$ cat config.mk
export PLATFORM = sky130hd
export DESIGN_NAME = led_strip_pattern_engine
export DESIGN_NICKNAME = d
export VERILOG_FILES = /design/src/rtl/core/lspe_pkg.sv /design/src/rtl/core/lspe_pixel.sv /design/src/rtl/core/led_strip_pattern_engine.sv
export SDC_FILE = /design/constraint.sdc
export NUM_CORES = 1
export LEC_CHECK = 0
export ABC_AREA = 1
export BUFFER_PORTS_ARGS = -buffer_cell sky130_fd_sc_hd__buf_2
export CORE_MARGIN = 2
export CORE_UTILIZATION = 56
export DETAILED_ROUTE_END_ITERATION = 6
export PLACE_DENSITY = 0.85
export SYNTH_ARGS = -nofsm -noshare
export SYNTH_HDL_FRONTEND = slang
export SYNTH_SLANG_ARGS = --single-unit
$ cat constraint.sdc
create_clock -name clk -period 3.4 [get_ports clk]
set_input_delay 0.17 -clock clk [delete_from_list [all_inputs] [get_ports clk]]
set_output_delay 0.17 -clock clk [all_outputs]
set_load 0.02 [all_outputs]
$ cat src/rtl/core/lspe_pkg.sv
// Shared types, constants and the sequencer program of the LED strip pattern engine.
// Depends on nothing; used by lspe_pixel and led_strip_pattern_engine.
package lspe_pkg;

  localparam int LED_COUNT_DEF    = 19;
  localparam int MIDDLE_INDEX_DEF = 9;
  localparam int SHADOW_COUNT     = 3;
  localparam int OFFSET_W         = 5;
  localparam logic [OFFSET_W-1:0] OFFSET_MAX = 5'd31;

  localparam logic [1:0] ACT_COMMAND = 2'd0;
  localparam logic [1:0] ACT_FADE    = 2'd1;
  localparam logic [1:0] ACT_RUN     = 2'd2;
  localparam logic [1:0] ACT_RENDER  = 2'd3;

  localparam logic [7:0] MODE_FADE = 8'd1;
  localparam logic [7:0] MODE_RUN  = 8'd2;

  localparam logic [1:0] KIND_SOLID = 2'd0;
  localparam logic [1:0] KIND_FADE  = 2'd1;
  localparam logic [1:0] KIND_RUN   = 2'd2;
  localparam logic [1:0] KIND_BLACK = 2'd3;

  localparam int STEP_W = 3;
  localparam logic [STEP_W-1:0] STEP_FETCH  = 3'd0;
  localparam logic [STEP_W-1:0] STEP_CMD    = 3'd1;
  localparam logic [STEP_W-1:0] STEP_FADE   = 3'd2;
  localparam logic [STEP_W-1:0] STEP_RUN    = 3'd3;
  localparam logic [STEP_W-1:0] STEP_SETUP  = 3'd4;
  localparam logic [STEP_W-1:0] STEP_PIXEL  = 3'd5;
  localparam logic [STEP_W-1:0] STEP_COMMIT = 3'd6;

  localparam logic [2:0] OP_FETCH  = 3'd0;
  localparam logic [2:0] OP_CMD    = 3'd1;
  localparam logic [2:0] OP_FADE   = 3'd2;
  localparam logic [2:0] OP_RUN    = 3'd3;
  localparam logic [2:0] OP_SETUP  = 3'd4;
  localparam logic [2:0] OP_PIXEL  = 3'd5;
  localparam logic [2:0] OP_COMMIT = 3'd6;

  localparam logic [1:0] COND_ALWAYS   = 2'd0;
  localparam logic [1:0] COND_DISPATCH = 2'd1;
  localparam logic [1:0] COND_EMPTY    = 2'd2;
  localparam logic [1:0] COND_LAST     = 2'd3;

  typedef struct packed {
    logic [2:0]        op;
    logic [1:0]        cond;
    logic [STEP_W-1:0] target;
  } ctrl_t;

  typedef struct packed {
    logic [7:0] red;
    logic [7:0] green;
    logic [7:0] blue;
  } rgb_t;

  typedef struct packed {
    logic [1:0] action;
    logic [7:0] red;
    logic [7:0] green;
    logic [7:0] blue;
    logic [7:0] brightness;
    logic [7:0] mode;
  } in_item_t;

  typedef struct packed {
    logic [4:0] pixel_index;
    logic [7:0] out_red;
    logic [7:0] out_green;
    logic [7:0] out_blue;
    logic [7:0] frame_brightness;
    logic       last_pixel;
  } out_item_t;

  function automatic ctrl_t program_word(input logic [STEP_W-1:0] step);
    ctrl_t w;
    case (step)
      STEP_FETCH:  w = '{op: OP_FETCH,  cond: COND_DISPATCH, target: STEP_CMD};
      STEP_CMD:    w = '{op: OP_CMD,    cond: COND_ALWAYS,   target: STEP_FETCH};
      STEP_FADE:   w = '{op: OP_FADE,   cond: COND_ALWAYS,   target: STEP_FETCH};
      STEP_RUN:    w = '{op: OP_RUN,    cond: COND_ALWAYS,   target: STEP_FETCH};
      STEP_SETUP:  w = '{op: OP_SETUP,  cond: COND_EMPTY,    target: STEP_FETCH};
      STEP_PIXEL:  w = '{op: OP_PIXEL,  cond: COND_LAST,     target: STEP_COMMIT};
      STEP_COMMIT: w = '{op: OP_COMMIT, cond: COND_ALWAYS,   target: STEP_FETCH};
      default:     w = '{op: OP_FETCH,  cond: COND_ALWAYS,   target: STEP_FETCH};
    endcase
    return w;
  endfunction

endpackage

$ cat src/rtl/core/lspe_pixel.sv
// Pixel color for one strip position: target color (solid or fade), black, or a run from the middle with shadows.
// Depends on lspe_pkg.
module lspe_pixel
  import lspe_pkg::*;
#(
  parameter int LED_COUNT    = LED_COUNT_DEF,
  parameter int MIDDLE_INDEX = MIDDLE_INDEX_DEF
) (
  input  logic [1:0]                     kind,
  input  logic [$clog2(LED_COUNT)-1:0]   idx,
  input  logic [OFFSET_W-1:0]            run_offset,
  input  rgb_t                           target,
  output rgb_t                           color
);

  localparam int IDX_W = $clog2(LED_COUNT);
  localparam int DW    = (IDX_W > 6) ? IDX_W + 1 : 7;

  logic [DW-1:0] pos;
  logic [DW-1:0] mid;
  logic [DW-1:0] off;
  logic [DW-1:0] span;
  logic [DW-1:0] gap;
  logic          lit;
  rgb_t          run_color;

  function automatic logic [7:0] div_by(input logic [7:0] x, input logic [1:0] sel);
    logic [15:0] prod;
    logic [7:0]  q;
    prod = 16'(x) * 16'd171;
    case (sel)
      2'd0:    q = x;
      2'd1:    q = x >> 1;
      2'd2:    q = {1'b0, prod[15:9]};
      default: q = x >> 2;
    endcase
    return q;
  endfunction

  always_comb begin
    pos  = DW'(idx);
    mid  = DW'(MIDDLE_INDEX);
    off  = DW'(run_offset);
    span = (pos >= mid) ? pos - mid : mid - pos;
    gap  = off - span;
    lit  = (span <= off) && (gap <= DW'(SHADOW_COUNT));
    if (lit) begin
      run_color.red   = div_by(target.red,   gap[1:0]);
      run_color.green = div_by(target.green, gap[1:0]);
      run_color.blue  = div_by(target.blue,  gap[1:0]);
    end else begin
      run_color = '0;
    end
    case (kind)
      KIND_RUN:   color = run_color;
      KIND_BLACK: color = '0;
      default:    color = target;
    endcase
  end

endmodule

$ cat src/rtl/core/led_strip_pattern_engine.sv
// LED strip pattern engine top level: microcoded sequencer, state and output register.
// Depends on lspe_pkg and lspe_pixel.
//
// Input channel in_item/in_valid/in_stall carries commands, fade ticks, run ticks
// and render requests; an item is taken when in_valid is high and in_stall low.
// Output channel out_item/out_valid/out_stall carries pixels; a pixel is taken
// when out_valid is high and out_stall low. Pixels of a frame come in index
// order, last_pixel marks the final one.
// A command, fade tick or run tick takes fetch plus one program step.
// A render takes fetch, a setup step, LED_COUNT pixel steps and a commit step;
// a render that draws nothing takes only fetch and the setup step. The first
// pixel is put into the output register in the first pixel step. The pixel loop
// of the program is the limit: one pixel per cycle while the receiver does not
// stall. While the receiver stalls, the pixel step holds and the output register
// keeps its item; no new input item is taken until the frame is done.
// Reset clears all targets, shown values, the run offset and the output valid,
// and points the step counter at fetch.
module led_strip_pattern_engine
  import lspe_pkg::*;
#(
  parameter int LED_COUNT    = LED_COUNT_DEF,
  parameter int MIDDLE_INDEX = MIDDLE_INDEX_DEF
) (
  input  logic      clk,
  input  logic      rst,
  input  logic      in_valid,
  output logic      in_stall,
  input  in_item_t  in_item,
  output logic      out_valid,
  input  logic      out_stall,
  output out_item_t out_item
);

  localparam int IDX_W = $clog2(LED_COUNT);
  localparam int CW    = 7;

  logic [STEP_W-1:0]   pc;
  logic [STEP_W-1:0]   pc_next;
  ctrl_t               ctrl;
  in_item_t            cmd_item;
  rgb_t                target;
  logic [7:0]          target_level;
  logic [7:0]          active_mode;
  rgb_t                shown;
  logic [7:0]          shown_level;
  logic [OFFSET_W-1:0] run_offset;
  logic [1:0]          kind;
  logic [1:0]          kind_next;
  logic [7:0]          frame_level;
  logic [7:0]          frame_level_next;
  logic [IDX_W-1:0]    pix_idx;
  rgb_t                color;

  logic accept;
  logic emit;
  logic last;
  logic run_live;
  logic differ;
  logic frame_empty;

  assign ctrl     = program_word(pc);
  assign in_stall = (ctrl.op != OP_FETCH);
  assign accept   = in_valid && (ctrl.op == OP_FETCH);
  assign emit     = (ctrl.op == OP_PIXEL) && (!out_valid || !out_stall);
  assign last     = (pix_idx == IDX_W'(LED_COUNT - 1));
  assign run_live = (CW'(run_offset) <= CW'(MIDDLE_INDEX + SHADOW_COUNT));
  assign differ   = (target_level != shown_level) || (target != shown);

  always_comb begin
    frame_empty = 1'b0;
    if (active_mode == MODE_RUN) begin
      kind_next        = run_live ? KIND_RUN : KIND_BLACK;
      frame_level_next = run_live ? target_level : 8'd0;
    end else if (active_mode == MODE_FADE) begin
      kind_next        = KIND_FADE;
      frame_level_next = shown_level;
      frame_empty      = !differ;
    end else begin
      kind_next        = KIND_SOLID;
      frame_level_next = target_level;
      frame_empty      = !differ;
    end
  end

  always_comb begin
    case (ctrl.cond)
      COND_ALWAYS:   pc_next = ctrl.target;
      COND_DISPATCH: pc_next = accept ? ctrl.target + STEP_W'(in_item.action) : pc;
      COND_EMPTY:    pc_next = frame_empty ? ctrl.target : pc + STEP_W'(1);
      COND_LAST:     pc_next = (emit && last) ? pc + STEP_W'(1) : pc;
      default:       pc_next = STEP_FETCH;
    endcase
  end

  lspe_pixel #(
    .LED_COUNT    (LED_COUNT),
    .MIDDLE_INDEX (MIDDLE_INDEX)
  ) u_pixel (
    .kind       (kind),
    .idx        (pix_idx),
    .run_offset (run_offset),
    .target     (target),
    .color      (color)
  );

  always_ff @(posedge clk) begin
    if (rst) begin
      pc           <= STEP_FETCH;
      cmd_item     <= '0;
      target       <= '0;
      target_level <= '0;
      active_mode  <= '0;
      shown        <= '0;
      shown_level  <= '0;
      run_offset   <= '0;
      kind         <= KIND_SOLID;
      frame_level  <= '0;
      pix_idx      <= '0;
      out_valid    <= 1'b0;
    end else begin
      pc        <= pc_next;
      out_valid <= emit || (out_valid && out_stall);
      if (accept) begin
        cmd_item <= in_item;
      end
      case (ctrl.op)
        OP_CMD: begin
          target.red   <= cmd_item.red;
          target.green <= cmd_item.green;
          target.blue  <= cmd_item.blue;
          target_level <= cmd_item.brightness;
          active_mode  <= cmd_item.mode;
          if (cmd_item.mode == MODE_RUN) begin
            run_offset <= '0;
          end
        end
        OP_FADE: begin
          if (target_level > shown_level) begin
            shown_level <= shown_level + 8'd1;
          end else if (target_level < shown_level) begin
            shown_level <= shown_level - 8'd1;
          end
        end
        OP_RUN: begin
          if (run_live && (run_offset != OFFSET_MAX)) begin
            run_offset <= run_offset + OFFSET_W'(1);
          end
        end
        OP_SETUP: begin
          kind        <= kind_next;
          frame_level <= frame_level_next;
          pix_idx     <= '0;
        end
        OP_PIXEL: begin
          if (emit) begin
            pix_idx <= last ? '0 : pix_idx + IDX_W'(1);
          end
        end
        OP_COMMIT: begin
          if (kind != KIND_BLACK) begin
            shown <= target;
          end
          if ((kind == KIND_SOLID) || (kind == KIND_RUN)) begin
            shown_level <= target_level;
          end
        end
        default: begin
        end
      endcase
    end
  end

  always_ff @(posedge clk) begin
    if (emit) begin
      out_item.pixel_index      <= 5'(pix_idx);
      out_item.out_red          <= color.red;
      out_item.out_green        <= color.green;
      out_item.out_blue         <= color.blue;
      out_item.frame_brightness <= frame_level;
      out_item.last_pixel       <= last;
    end
  end

endmodule
==> impl_metrics.json <==
{
  "hold_path.startpoint": "in_item[6]",
  "fp.coreArea_sq_um": 21900,
  "maxSlewHeadroom_pct": 44.1,
  "final_design_area_no_fill_sq_um": 15100,
  "layout_common_cells": "sky130_fd_sc_hd__nand2_1 (328), sky130_fd_sc_hd__inv_1 (290), sky130_fd_sc_hd__a21oi_1 (172), sky130_fd_sc_hd__o21ai_0 (149), sky130_fd_sc_hd__ha_1 (140)",
  "antenna-diode-count": 0,
  "timing.critical_path.depth": 16,
  "cap_violations": 0,
  "detailed_place_hpwl_um": 24200,
  "violations": "setup timing",
  "synth.area.top_cells": "sky130_fd_sc_hd__dfxtp_1 (22%), sky130_fd_sc_hd__ha_1 (16%), sky130_fd_sc_hd__nand2_1 (11%), sky130_fd_sc_hd__edfxtp_1 (9.1%), sky130_fd_sc_hd__inv_1 (9.1%)",
  "worst_setup_path_startpoint": "target[1]",
  "worst_setup_path_end_kind": "flop",
  "power.density_cell_area_nw_per_um2": 735,
  "timing.final.crit_period_ps": 3580,
  "wl_met2_um": 16800,
  "netlist.area_leader.share_pct": 21.7,
  "synth_cell_type_count": 44,
  "worstPathBufferInverterCount": 2,
  "finalClockSkew_ps": 13.4,
  "status": "finished with violations",
  "die_height_um": 154,
  "layout.nets": 2094,
  "path_cells": "ha_4, fa_1, fa_1, inv_2, fa_1, inv_2, ha_4, nand2_4, nor2_1, nand2_1, o211ai_1, nand2_1, nand2_1, o21ai_1, nand2_1, nand2_1",
  "finalHoldViolations": 0,
  "met3_wirelength_um": 2450,
  "clock_path_buffers": 2,
  "hold_depth": 3,
  "drt_first_iter_violations": 948,
  "dieWidth_um": 154,
  "first_pass_detailed_route_iteration_total": 6,
  "placed_area_sq_um": 13900,
  "timing.critical_path.mode_cell": "sky130_fd_sc_hd__nand2_1",
  "fin_tns_setup_ps": -1770,
  "drive_above_1_share_pct": 17.9,
  "critical_path_class": "flop to flop",
  "cts_tree": "yes",
  "synth-seq-cells": 174,
  "hold_path.class": "input port to flop",
  "worst-slew-pin-transition_ps": 837,
  "finalWirelength_um": 34300,
  "post_drt_via_cell_ratio": 5.58,
  "die_outline_area_sq_um": 23600,
  "leakage_nw": 7.33,
  "regToRegStartpoint": "target[1]",
  "avgRoutedWirePerCell_um": 16.0,
  "gr_overflow_total": 0,
  "top_layer": "met4",
  "synthesis.nets": 1949,
  "setup_viol": 18,
  "cts_root_buffer": "sky130_fd_sc_hd__clkbuf_16",
  "wire_length_of_the_first_global_routing_pass_um": 54700,
  "route.detailed.drc": 0,
  "synth_ff_type": "sky130_fd_sc_hd__dfxtp_1",
  "initial_core_util_pct": 57.3,
  "io-pin-count": 86,
  "critical-path-top-delay-family": "adder cells",
  "clock_sinks": 174,
  "smallest_setup_slack_after_layout_ps": -176,
  "syn-cell-area_sq_um": 12600,
  "tritoncts.num_buffers": 17,
  "crit_slowest_cell": "sky130_fd_sc_hd__fa_1",
  "fmaxAchievable_mhz": 280,
  "ys_async_sr_fraction_pct": 0,
  "netlist_instances": 1704,
  "antenna_left": 0,
  "timing.critical_path.slowest_cell_delay_ps": 550,
  "sequential_share_of_the_synthesized_area_pct": 30.8,
  "final.period_utilization_pct": 105,
  "clock_latency_ps": 450,
  "avgSynthCellArea_sq_um": 7.37,
  "num_rows": 54,
  "timing_max_transition_violations_final": 0,
  "synth-edff-count": 38,
  "cp.required_ps": 3600,
  "grt_pass1_vias": 11294,
  "clk_transition_reported_paths_ps": 80,
  "ff2ff_path_depth": 16,
  "hold_ws_ps": 3.06,
  "grt_max_degree": 81,
  "most_common_cell_after_layout_fill_and_taps_aside": "sky130_fd_sc_hd__nand2_1",
  "layout-area-overhead-vs-synth_pct": 20.2,
  "worst_ir_drop_vdd_uv": 383,
  "rsz0062_at_grt": "true",
  "number_of_antenna_violations_at_the_first_check_in_global_routing": 0,
  "io_buffer_count": 85,
  "count_of_h_tree_levels_built_during_cts": 4,
  "cp_data_arrival_time_ps": 3780,
  "routedLengthMet1_um": 14000,
  "critical_path_peak_fanout": 4,
  "synth.yosys.warnings": 0,
  "routabilityCongestion": 0.966,
  "num_vias": 11943,
  "groute.usage.overall_pct": 28.4,
  "start_kind": "flop",
  "synth_area_leader_cell": "sky130_fd_sc_hd__dfxtp_1"
}
[worst register-to-register path: stages, from the launching register on]
cell and delay (ps):
sky130_fd_sc_hd__dfxtp_4 360, sky130_fd_sc_hd__ha_4 240, sky130_fd_sc_hd__fa_1 460, sky130_fd_sc_hd__fa_1 520, sky130_fd_sc_hd__inv_2 50, sky130_fd_sc_hd__fa_1 550, sky130_fd_sc_hd__inv_2 50, sky130_fd_sc_hd__ha_4 310
sky130_fd_sc_hd__nand2_4 70, sky130_fd_sc_hd__nor2_1 100, sky130_fd_sc_hd__nand2_1 60, sky130_fd_sc_hd__o211ai_1 220, sky130_fd_sc_hd__nand2_1 80, sky130_fd_sc_hd__nand2_1 70, sky130_fd_sc_hd__o21ai_1 50, sky130_fd_sc_hd__nand2_1 60
sky130_fd_sc_hd__nand2_1 70
[where the power goes]
group / switching [mW] / total (mW) / internal (mW)
clock: 1.02 / 2.03 / 1.00
sequential: 0.258 / 2.74 / 2.48
combinational: 3.88 / 6.32 / 2.45
[kinds of logic (layout without fill, tap and decap cells)]
| logic type | Yosys count | count (layout) | synth area share (%) |
|---|---|---|---|
| and+or+nand+nor | 541 | 541 | 17.5 |
| buffers and inverters | 362 | 520 | 10.9 |
| adders and majority gates | 199 | 199 | 22.2 |
| xor gates and xnor gates | 15 | 15 | 1.05 |
| AOI/OAI and AO/OA | 413 | 413 | 17.6 |
| DFF | 174 | 174 | 30.8 |
[cell type report]
type	instances	area, sq um
sequential	174	3890
inverter	312	1170
clock inverter	15	180
timing repair buffer	176	1140
tap	280	350
fill	1704	6810
multi-input combinational	1168	7930
clock buffer	17	425
[synth_stat cells, types with 2 or more instances]
master / n
sky130_fd_sc_hd__nor2_1: 98
sky130_fd_sc_hd__a21oi_1: 187
sky130_fd_sc_hd__inv_2: 6
sky130_fd_sc_hd__a21o_1: 6
sky130_fd_sc_hd__inv_1: 303
sky130_fd_sc_hd__o21ai_0: 169
sky130_fd_sc_hd__buf_2: 5
sky130_fd_sc_hd__o21ai_1: 6
sky130_fd_sc_hd__nand2_1: 354
sky130_fd_sc_hd__a221oi_1: 11
sky130_fd_sc_hd__xor2_1: 9
sky130_fd_sc_hd__dfxtp_1: 136
sky130_fd_sc_hd__fa_1: 39
sky130_fd_sc_hd__o21bai_1: 6
sky130_fd_sc_hd__a211oi_1: 3
sky130_fd_sc_hd__nand3_1: 58
sky130_fd_sc_hd__clkbuf_1: 43
sky130_fd_sc_hd__edfxtp_1: 38
sky130_fd_sc_hd__ha_1: 160
sky130_fd_sc_hd__a21boi_1: 2
sky130_fd_sc_hd__a31oi_1: 5
sky130_fd_sc_hd__xnor2_1: 6
sky130_fd_sc_hd__nor4_1: 2
sky130_fd_sc_hd__nand4_1: 10
sky130_fd_sc_hd__nand3b_1: 6
sky130_fd_sc_hd__clkinv_1: 3
sky130_fd_sc_hd__nor3_1: 5
sky130_fd_sc_hd__o22ai_1: 11
sky130_fd_sc_hd__nand2_2: 2
[registers in the layout (all words and copies together) (netlist names)]
| name | flops |
|---|---|
| out_item | 38 |
| frame_level | 8 |
| pc | 3 |
| cmd_item | 40 |
| target_level | 8 |
| target | 24 |
| shown | 24 |
| active_mode | 8 |
| out_valid | 1 |
| shown_level | 8 |
| run_offset | 5 |
| kind | 2 |
| pix_idx | 5 |
[final timing paths]
path                        to  slack (ps)
setup reg to reg  out_item[13]        -180
hold / removal     cmd_item[6]           3
hold reg to reg    out_item[1]         430
setup / recovery  out_item[13]        -180
[routing by layer]
metal | GRT usage, % | vias to the layer above
met2 | 48.4 | 491
met4 | 10.1 | 0
met1 | 36.2 | 5512
li1 | - | 5843
met3 | 5.16 | 97
met5 | 0 | -
[timing repair]
action	4_1_cts	5_1_grt
setup endpoints to repair	21	24
cloned	0	0
buffers inserted	1	1
hold endpoints to repair	6	0
hold buffers	6	0
pin swaps	41	58
gates resized for setup	60	71
[per-stage QoR]
stage	worst slack [ps]	util (%)	cells	total power, mW
after global routing	-281	68.9	2142	12.0
after floorplan	19.5	-	1704	6.72
after CTS	-146	67.5	2141	10.6
final	-176	68.9	2142	11.1
after detailed placement	-151	63.5	2102	8.28
after global placement	-88.9	63.5	2102	8.03
No activity file was read; power rests on OpenSTA's default activity.
